<file path="config.mk">
export PLATFORM = sky130hd
export DESIGN_NAME = mf3_median
export DESIGN_NICKNAME = d
export VERILOG_FILES = /design/src/mf3_pkg.sv /design/src/mf3_median.sv
export SDC_FILE = /design/constraint.sdc
export NUM_CORES = 1
export LEC_CHECK = 0
export BUFFER_PORTS_ARGS = -buffer_cell sky130_fd_sc_hd__buf_2
export CAP_MARGIN = 20
export CELL_PAD_IN_SITES_DETAIL_PLACEMENT = 0
export CELL_PAD_IN_SITES_GLOBAL_PLACEMENT = 1
export CORE_MARGIN = 3
export CORE_UTILIZATION = 45
export DETAILED_ROUTE_END_ITERATION = 12
export PLACE_DENSITY_LB_ADDON = 0.25
export SETUP_SLACK_MARGIN = 0.05
export SLEW_MARGIN = 5
export SYNTH_ARGS = -nofsm -noshare
export SYNTH_HDL_FRONTEND = slang
export SYNTH_SLANG_ARGS = --single-unit
</file>
<file path="constraint.sdc">
create_clock -name vclk -period 25.5
set_input_delay 5.1 -clock vclk [all_inputs]
set_output_delay 5.1 -clock vclk [all_outputs]
set_load 0.01 [all_outputs]
</file>
<file path="src/mf3_pkg.sv">
package mf3_pkg;

    localparam int MAX_WIDTH    = 2048;
    localparam int PIXEL_BITS   = 8;
    localparam int COL_BITS     = $clog2(MAX_WIDTH);
    localparam int ROW_BITS     = 12;
    localparam int CFG_BITS     = 12;
    localparam int CFG_IDX_BITS = 1;
    localparam int WIN          = 3;
    localparam int RESET_WIDTH  = 640;
    localparam int RESET_HEIGHT = 480;
    // line store word: {row above, two rows above}
    localparam int LINE_BITS    = 2 * PIXEL_BITS;

    typedef logic [PIXEL_BITS-1:0] t_pixel;
    typedef logic [COL_BITS-1:0]   t_col;
    typedef logic [ROW_BITS-1:0]   t_row;

    typedef enum logic [CFG_IDX_BITS-1:0] {
        CFG_IMAGE_WIDTH  = 1'b0,
        CFG_IMAGE_HEIGHT = 1'b1
    } t_cfg_reg;

    typedef struct packed {
        t_pixel hi;
        t_pixel md;
        t_pixel lo;
    } t_trio;

    // position of the pixel being accepted
    typedef struct packed {
        t_col col;
        t_row row;
        logic emit;   // full window completes here
        logic last;   // bottom-right pixel of the frame
    } t_pos;

    function automatic t_trio f_sort3(t_pixel a, t_pixel b, t_pixel c);
        t_pixel x0;
        t_pixel x1;
        t_pixel x2;
        t_pixel t;
        t_trio  r;
        x0 = a;
        x1 = b;
        x2 = c;
        if (x0 > x1) begin
            t = x0; x0 = x1; x1 = t;
        end
        if (x1 > x2) begin
            t = x1; x1 = x2; x2 = t;
        end
        if (x0 > x1) begin
            t = x0; x0 = x1; x1 = t;
        end
        r.lo = x0;
        r.md = x1;
        r.hi = x2;
        return r;
    endfunction

endpackage

</file>
<file path="src/mf3_median.sv">
module mf3_median (
    input  mf3_pkg::t_trio  i_col0,
    input  mf3_pkg::t_trio  i_col1,
    input  mf3_pkg::t_trio  i_col2,
    output mf3_pkg::t_pixel o_median
);

    mf3_pkg::t_trio lows;
    mf3_pkg::t_trio mids;
    mf3_pkg::t_trio highs;
    mf3_pkg::t_trio last3;

    // columns arrive sorted: median9 = med(max of lows, med of mids, min of highs)
    assign lows   = mf3_pkg::f_sort3(i_col0.lo, i_col1.lo, i_col2.lo);
    assign mids   = mf3_pkg::f_sort3(i_col0.md, i_col1.md, i_col2.md);
    assign highs  = mf3_pkg::f_sort3(i_col0.hi, i_col1.hi, i_col2.hi);
    assign last3  = mf3_pkg::f_sort3(lows.hi, mids.md, highs.lo);
    assign o_median = last3.md;

endmodule

</file>
==> run metrics <==
Hold Path Class=input port to primary output; Internal Dissipation=0.000229 W; worst setup slack after placement=3160 ps; Bufs and invs on worst path=4; ANT cells=0; relative slew slack=approximately 34%; Initial DRC Count=between 100 and 150; fin cells=712; vias in the first global route=between 3000 and 4000; CP delay by family, top=compound AO/OA/AOI/OAI gates; worst-path fanout max=38; largest net degree at the start of global routing=39; # setup viols final=0; Post CTS Setup Buffer Count=0; routed vias/inst=5.41; synthesized area=3840 um^2; Leak=between 2 and 2.5 nW; CP Class=input port to primary output; Logic pwr share=100.0%; first-pass GRT wire length=16.0 mm; Syn Nets=700; Warnings, synthesis=0; worst vdd ir=0.0869 mV; layout cell share with drive strength beyond 1=~18%; DRT Wirelength=about 9.5 mm; actual slew at the worst max-slew pin=979 ps; Pre-Repair DR Iteration Count=4; core area=8260 um^2; mean area per synthesized cell=around 7 um^2; Area contributors post-synth=ha_1 28%, mux2i_1 12%, inv_1 8.0%; switch share=58.0%; P_sw=0.000316 W; num sequential=0; Sequential Area=0 um^2; Pwr per Cell Area=127 nW/um^2; startpoint types=input port; PortBufs=80; drt drc=0; wire per inst=13.4 um; Layout Utilization=roughly 52%; Final Hold Vio Count=0; dpl cells=between 700 and 800; Final Worst Setup Slack=~3300 ps; hold depth=6; Post-CTS Resized=0; Die W=about 98 um; fill count=852; Netlist cell types=48; Initial Utilization=between 40% and 50%; I/O pin count=80; Fmax=45.1 MHz; die height=98.4 um; endpoint type of the worst setup path=primary output; Tmin final=22190 ps; initial antenna violation count=0; clock share of power=0%; CP required=~20000 ps; Setup TNS=0 ps; area of the multi-input gates=3450 um^2; top-area cell type share of the netlist area=27.7%; RSZ-0062 raised after global routing=no; hold buffers post-CTS=0; die area=9680 um^2; CP Depth=54; cell taking the most area after synthesis=ha_1; HPWL Detailed=8.41 mm; RD Place Congestion=around 0.92; Routed Antenna Nets=0; slowest cell on the critical path=o21a_2; grt ovf=0; status=completed; Tcrit/Tclk final=87.0%; total track usage=between 10% and 20%; Layout clock buffers=0; area delta synth->final=11.8%; row count=33; Max Slew Vio Count=0; Flop pwr share=0%; Arrival @ worst endpoint=between 15000 and 20000 ps; CP peak stage delay=690 ps; Synth Instances=543; Vias=a little under 4000; post-synthesis sequential area ratio=0%; Max Cap Viol=0; fin nets=766
[cells in the mapped netlist, types with 10 or more instances]
cell / count
nand4_1: 11
clkbuf_1: 11
mux2i_1: 45
nand2_1: 41
mux2_2: 10
nor2b_1: 10
nor2_1: 29
a21oi_1: 42
inv_1: 82
nand3_1: 13
ha_1: 85
a21o_1: 18
o22ai_1: 11
o21ai_0: 44
o21a_1: 10
[final timing paths]
path	startpoint	to
min	i_col2[20]	o_median[4]
max	i_col1[9]	o_median[0]
[placed cells by master, fill, tap and decap left out, drive strengths merged, types with 4 or more instances in the layout]
cell	instances
nor2b	10
a22oi	4
buf	81
a21oi	42
nand2b	8
nor2	29
o21ai	52
inv	82
a211oi	5
and3	6
o21a	11
xnor2	4
o211ai	4
mux2	15
nand2	41
nand4	11
ha	85
mux2i	45
a21o	18
nand3	13
o22ai	11
[final cells by class]
class	count	area share (%)
multi-input cells	444	80.3
repair buffers	81	9.50
inverters	82	7.17
well taps	105	3.06
[per-stage QoR]
step,total power [W],hold slack (ps),area (um^2)
2_1_floorplan,0.000414,10600,3840
3_3_place_gp,0.000526,10910,4290
3_5_place_dp,0.000539,10910,4290
4_1_cts,0.000541,10910,4290
5_1_grt,0.000616,10980,4290
6_report,0.000545,10910,4290
[kinds of logic after synthesis]
kind of cell | Yosys count | synth area share (%)
fa+ha+maj | 85 | 27.7
xor+xnor | 4 | 0.912
mux | 60 | 16.5
simple gates | 133 | 17.5
buf+inv | 99 | 10.2
compound gates | 162 | 27.2
[power by group through the flow]
stage / registers, W / logic, W / clock network [W]
2_1_floorplan: 0 / 0.000414 / 0
3_3_place_gp: 0 / 0.000526 / 0
3_5_place_dp: 0 / 0.000539 / 0
4_1_cts: 0 / 0.000541 / 0
5_1_grt: 0 / 0.000616 / 0
6_report: 0 / 0.000545 / 0
[per-layer routing]
layer / global-route usage [%] / up-vias / routed length [um]
li1: - / 2080 / -
met1: 25.2 / 1696 / 4500
met2: 35.7 / 72 / 4680
met3: 0.500 / 4 / 310
met4: 0.420 / 0 / 8
met5: 0 / - / 0
(Power assumes the default switching activity.)
