File: src/mf3_pkg.sv
package mf3_pkg;

    localparam int MAX_WIDTH    = 2048;
    localparam int PIXEL_BITS   = 8;
    localparam int COL_BITS     = $clog2(MAX_WIDTH);
    localparam int ROW_BITS     = 12;
    localparam int CFG_BITS     = 12;
    localparam int CFG_IDX_BITS = 1;
    localparam int WIN          = 3;
    localparam int RESET_WIDTH  = 640;
    localparam int RESET_HEIGHT = 480;
    // line store word: {row above, two rows above}
    localparam int LINE_BITS    = 2 * PIXEL_BITS;

    typedef logic [PIXEL_BITS-1:0] t_pixel;
    typedef logic [COL_BITS-1:0]   t_col;
    typedef logic [ROW_BITS-1:0]   t_row;

    typedef enum logic [CFG_IDX_BITS-1:0] {
        CFG_IMAGE_WIDTH  = 1'b0,
        CFG_IMAGE_HEIGHT = 1'b1
    } t_cfg_reg;

    typedef struct packed {
        t_pixel hi;
        t_pixel md;
        t_pixel lo;
    } t_trio;

    // position of the pixel being accepted
    typedef struct packed {
        t_col col;
        t_row row;
        logic emit;   // full window completes here
        logic last;   // bottom-right pixel of the frame
    } t_pos;

    function automatic t_trio f_sort3(t_pixel a, t_pixel b, t_pixel c);
        t_pixel x0;
        t_pixel x1;
        t_pixel x2;
        t_pixel t;
        t_trio  r;
        x0 = a;
        x1 = b;
        x2 = c;
        if (x0 > x1) begin
            t = x0; x0 = x1; x1 = t;
        end
        if (x1 > x2) begin
            t = x1; x1 = x2; x2 = t;
        end
        if (x0 > x1) begin
            t = x0; x0 = x1; x1 = t;
        end
        r.lo = x0;
        r.md = x1;
        r.hi = x2;
        return r;
    endfunction

endpackage

File: src/mf3_ctrl.sv
module mf3_ctrl (
    input  logic                           i_clk,
    input  logic                           i_rst_n,
    input  logic                           i_cfg_we,
    input  mf3_pkg::t_cfg_reg              i_cfg_idx,
    input  logic [mf3_pkg::CFG_BITS-1:0]   i_cfg_data,
    input  logic                           i_adv,
    output mf3_pkg::t_pos                  o_pos
);

    mf3_pkg::t_col r_col;
    mf3_pkg::t_col n_col;
    mf3_pkg::t_row r_row;
    mf3_pkg::t_row n_row;
    mf3_pkg::t_col r_col_last;
    mf3_pkg::t_col n_col_last;
    mf3_pkg::t_row r_row_last;
    mf3_pkg::t_row n_row_last;
    mf3_pkg::t_col width_last;
    mf3_pkg::t_row height_last;

    // saturate the written size and keep it as "last index"
    always_comb begin
        if (i_cfg_data < mf3_pkg::CFG_BITS'(mf3_pkg::WIN)) begin
            width_last = mf3_pkg::COL_BITS'(mf3_pkg::WIN - 1);
        end else if (int'(i_cfg_data) > mf3_pkg::MAX_WIDTH) begin
            width_last = mf3_pkg::COL_BITS'(mf3_pkg::MAX_WIDTH - 1);
        end else begin
            width_last = mf3_pkg::COL_BITS'(i_cfg_data - 1'b1);
        end
        if (i_cfg_data < mf3_pkg::CFG_BITS'(mf3_pkg::WIN)) begin
            height_last = mf3_pkg::ROW_BITS'(mf3_pkg::WIN - 1);
        end else begin
            height_last = mf3_pkg::ROW_BITS'(i_cfg_data - 1'b1);
        end
    end

    always_comb begin
        n_col      = r_col;
        n_row      = r_row;
        n_col_last = r_col_last;
        n_row_last = r_row_last;
        if (i_cfg_we) begin
            unique case (i_cfg_idx)
                mf3_pkg::CFG_IMAGE_WIDTH:  n_col_last = width_last;
                mf3_pkg::CFG_IMAGE_HEIGHT: n_row_last = height_last;
            endcase
            // any write restarts the frame
            n_col = '0;
            n_row = '0;
        end else if (i_adv) begin
            if (r_col == r_col_last) begin
                n_col = '0;
                if (r_row == r_row_last) begin
                    n_row = '0;
                end else begin
                    n_row = r_row + 1'b1;
                end
            end else begin
                n_col = r_col + 1'b1;
            end
        end
    end

    always_ff @(posedge i_clk) begin
        if (!i_rst_n) begin
            r_col      <= '0;
            r_row      <= '0;
            r_col_last <= mf3_pkg::COL_BITS'(mf3_pkg::RESET_WIDTH - 1);
            r_row_last <= mf3_pkg::ROW_BITS'(mf3_pkg::RESET_HEIGHT - 1);
        end else begin
            r_col      <= n_col;
            r_row      <= n_row;
            r_col_last <= n_col_last;
            r_row_last <= n_row_last;
        end
    end

    assign o_pos.col  = r_col;
    assign o_pos.row  = r_row;
    assign o_pos.emit = (r_col >= mf3_pkg::COL_BITS'(mf3_pkg::WIN - 1))
                     && (r_row >= mf3_pkg::ROW_BITS'(mf3_pkg::WIN - 1));
    assign o_pos.last = (r_col == r_col_last) && (r_row == r_row_last);

endmodule

File: config.mk
export PLATFORM = sky130hd
export DESIGN_NAME = mf3_ctrl
export DESIGN_NICKNAME = d
export VERILOG_FILES = /design/src/mf3_pkg.sv /design/src/mf3_ctrl.sv
export SDC_FILE = /design/constraint.sdc
export NUM_CORES = 1
export LEC_CHECK = 0
export BUFFER_PORTS_ARGS = -buffer_cell sky130_fd_sc_hd__buf_2
export CAP_MARGIN = 20
export CORE_AREA = 4 4 109 111
export DETAILED_ROUTE_END_ITERATION = 10
export DIE_AREA = 0 0 113 115
export HOLD_SLACK_MARGIN = 0.02
export MAX_ROUTING_LAYER = met4
export PLACE_DENSITY_LB_ADDON = 0.2
export SLEW_MARGIN = 10
export SYNTH_ARGS = -nofsm -noshare
export SYNTH_HDL_FRONTEND = slang
export SYNTH_SLANG_ARGS = --single-unit
File: constraint.sdc
create_clock -name i_clk -period 2.4 [get_ports i_clk]
set_input_delay 0.48 -clock i_clk [delete_from_list [all_inputs] [get_ports i_clk]]
set_output_delay 0.48 -clock i_clk [all_outputs]
set_load 0.02 [all_outputs]
==> metrics <==
Worst-path clk slew 0.09 ns; maximum clock rate 436 MHz; Seq. cell area 927 um^2; nets@finish 398; Tmin final 2.29 ns; Area growth syn-to-layout 24.9%; die area 13000 um^2; Crit-path slowest cell dfxtp_2; Starting Density 24.6%; CP max stage delay 0.41 ns; Antenna Cells 0; crit path DAT 1.81 ns; Least-Margin Pin Slew 0.615 ns; Max transition margin 58.7%; CTS buffer count 5; synth unique cells 42; Vias 2547; hold_buf cts 0; Setup WS pre-CTS 0.174 ns; Met2 Routed Length 3540 um; drt wl/cell 15.3 um; reg-to-reg slack, setup 0.13 ns; critical path capture point type primary output; port bufs 41; GR Overflow Total 0; setup ws final 0.105 ns; Vias/cell 4.95; Slew Viols, Final 0; # rows 38; #FFs+latches synth 46; clock root buffer clkbuf_8; P_leak 1.36 nW; Post-synth EDFFs 0; clk sinks 46; Worst Hold Launch i_rst_n; maximum vdd drop 0.232 mV; # IOs 42; post-DP HPWL 6080 um; initial drt markers 129; Total GRT Usage 12.7%; RD Place Congestion 0.810; CP Launch Type flip-flop; power per cell area 509 nW/um^2; reg2reg end r_row[6]; Hold EP r_col_last[3]; status completed; Avg Inst Size Synth 8.34 um^2; DRT met1 WL 3930 um; Detail Route Antenna Nets 0; die height 115 um; Worst Skew 0.00486 ns; CTS max path bufs 2; critical path required time 1.92 ns; largest net degree at the start of global routing 22; core area 10800 um^2; Final Hold Viols 0; final setup fails 0; Worst R2R Path Depth 6; first-pass GRT wire length 13000 um; YS warnings 0; CP Cell Sequence inv_1 -> ha_1 -> nor4_1 -> nand2_1 -> nor4_4 -> a31oi_1 -> buf_2; CTS tree yes; Critical R2R Launch r_col_last[2]; top sig layer met4; Tcrit/Tclk final 95.6%; Filler Cell Count 1145; met3 wire len 318 um; number of max-cap violations 0; number of global-route vias before repair 2511; Async S/R FF share, synth 0%; residual DRC count 0; Routed WL 7870 um; CTS H-tree lvls 2; Synth Instances 319; synthesized area 2660 um^2; WS Path Type flip-flop to primary output; Multi-input gate area 1650 um^2; Detailed Routing Iterations Pass 1 6; Synthesized Nets 343; prevailing post-synth register cell dfxtp_1; Die Span X 113 um; Tightest Hold Check Type primary input to flip-flop; CP Max Fanout 6; Skew-Pair Late Insertion Delay 0.30 ns; total power 0.00169 W; Hold WS 0.419 ns; initial antenna violation count 0; sequential-to-total area share from yosys stat 34.6%; fraction of layout cells with a size suffix above 1 24.3%; Hold Crit Depth 2
[how the worst max path moves through the flow]
| stage | start | to | slack (ns) | cells after the start |
|---|---|---|---|---|
| 2_1_floorplan | r_col[2] | o_pos[0] | 0.30 | 5 |
| 3_3_place_gp | r_col[0] | o_pos[1] | 0.16 | 7 |
| 3_5_place_dp | r_col[0] | o_pos[1] | 0.17 | 7 |
| 4_1_cts | r_col[0] | o_pos[1] | 0.05 | 7 |
| 5_1_grt | r_col_last[2] | o_pos[0] | -0.003 | 6 |
| 6_report | r_col[0] | o_pos[1] | 0.11 | 7 |
[stage by stage]
stage                     TNS (ns)  instance area (um^2)  util [%]  std cells
after global routing      -0.00558                  3320      30.8        515
after floorplan                  0                  2660         -        319
after CTS                        0                  3290      30.5        514
after global placement           0                  3140      29.1        506
after detailed placement         0                  3140      29.1        506
final                            0                  3320      30.8        515
[cells in the mapped netlist, types with 5 or more instances]
cell type  count  share of area [%]
dfxtp_1       46                 35
nand2b_1       5                1.2
nand2_1       41                5.8
nand3_1       21                4.0
clkbuf_1      12                1.7
nor3_1         8                1.5
a32oi_1       10                3.3
nor2_1        18                2.5
a22oi_1        6                1.7
o21ai_0       13                2.4
a31oi_1        7                1.6
nor4_1        11                2.6
ha_1           7                3.3
and3_1         6                1.4
a21oi_1        5               0.94
inv_1         11                1.6
xnor2_1        7                2.3
xor2_1        32                 11
nand4_1        6                1.4
[registers in the layout, summed over array words and instances, names as in the netlist]
register	cells
r_row_last	12
r_col_last	11
r_row	12
r_col	11
[routing by layer]
metal  vias up  track usage, %
li1       1265               -
met1      1218            16.8
met2        60            20.0
met3         4            2.00
met4         0            3.61
met5         -               -
[what timing repair did]
| item | in CTS | in global routing |
|---|---|---|
| setup buffers | 0 | 1 |
| gates cloned | 0 | 0 |
| pin swaps | 0 | 2 |
| endpoints found under the setup margin | 1 | 2 |
| gates resized for setup | 2 | 8 |
[layout by cell type, fill, tap and decap left out, types with 2 or more instances in the layout]
cell type,n
nand2_1,41
dfxtp_1,41
buf_2,40
xor2_1,32
buf_4,25
nand3_1,21
nor2_1,18
o21ai_0,13
inv_1,11
a32oi_1,10
nor4_1,9
a31oi_1,7
xnor2_1,7
nor3_1,7
ha_1,7
a22oi_1,6
nand4_1,6
and3_1,6
clkbuf_8,6
nand2b_1,5
a21oi_1,5
dfxtp_2,5
and4_1,4
nor3b_1,4
o31ai_2,4
nor4_2,3
o311ai_0,3
nor2b_1,3
o41ai_1,3
nor4_4,2
nand3b_1,2
a21boi_0,2
a41oi_1,2
o41ai_2,2
o21ai_1,2
bufinv_16,2
[worst max-delay path, delay by kind of cell (launching register included)]
family	cells	cell delay, ns
adder cells (fa/ha/maj)	1	0.22
AND/OR/NAND/NOR	3	0.54
AO/OA/AOI/OAI	1	0.09
flip-flops	1	0.41
buffers and inverters	2	0.26
[cell type report]
type	instances	share of cell area, %
Timing Repair Buffer	65	11.7
Tap cell	140	5.27
Inverter	11	1.24
Clock buffer	6	2.49
Multi-Input combinational cell	245	49.6
Sequential cell	46	27.9
Clock inverter	2	1.81
[kinds of logic (layout without fill, tap and decap cells)]
| family | count (synthesis) | after routing | synth area share, % |
|---|---|---|---|
| AND/OR/NAND/NOR | 138 | 138 | 27.6 |
| AO/OA/AOI/OAI | 61 | 61 | 17.3 |
| flip-flops | 46 | 46 | 34.6 |
| XOR/XNOR | 39 | 39 | 12.8 |
| buffers and inverters | 28 | 84 | 4.42 |
| adder cells (fa/ha/maj) | 7 | 7 | 3.29 |
[power by group]
group          leakage, nW  internal [W]  switching [W]
combinational        0.911     0.0000654      0.0000997
sequential           0.378      0.000788      0.0000209
clock               0.0714      0.000444       0.000272
Note: power is estimated with default switching activity, not from simulation.
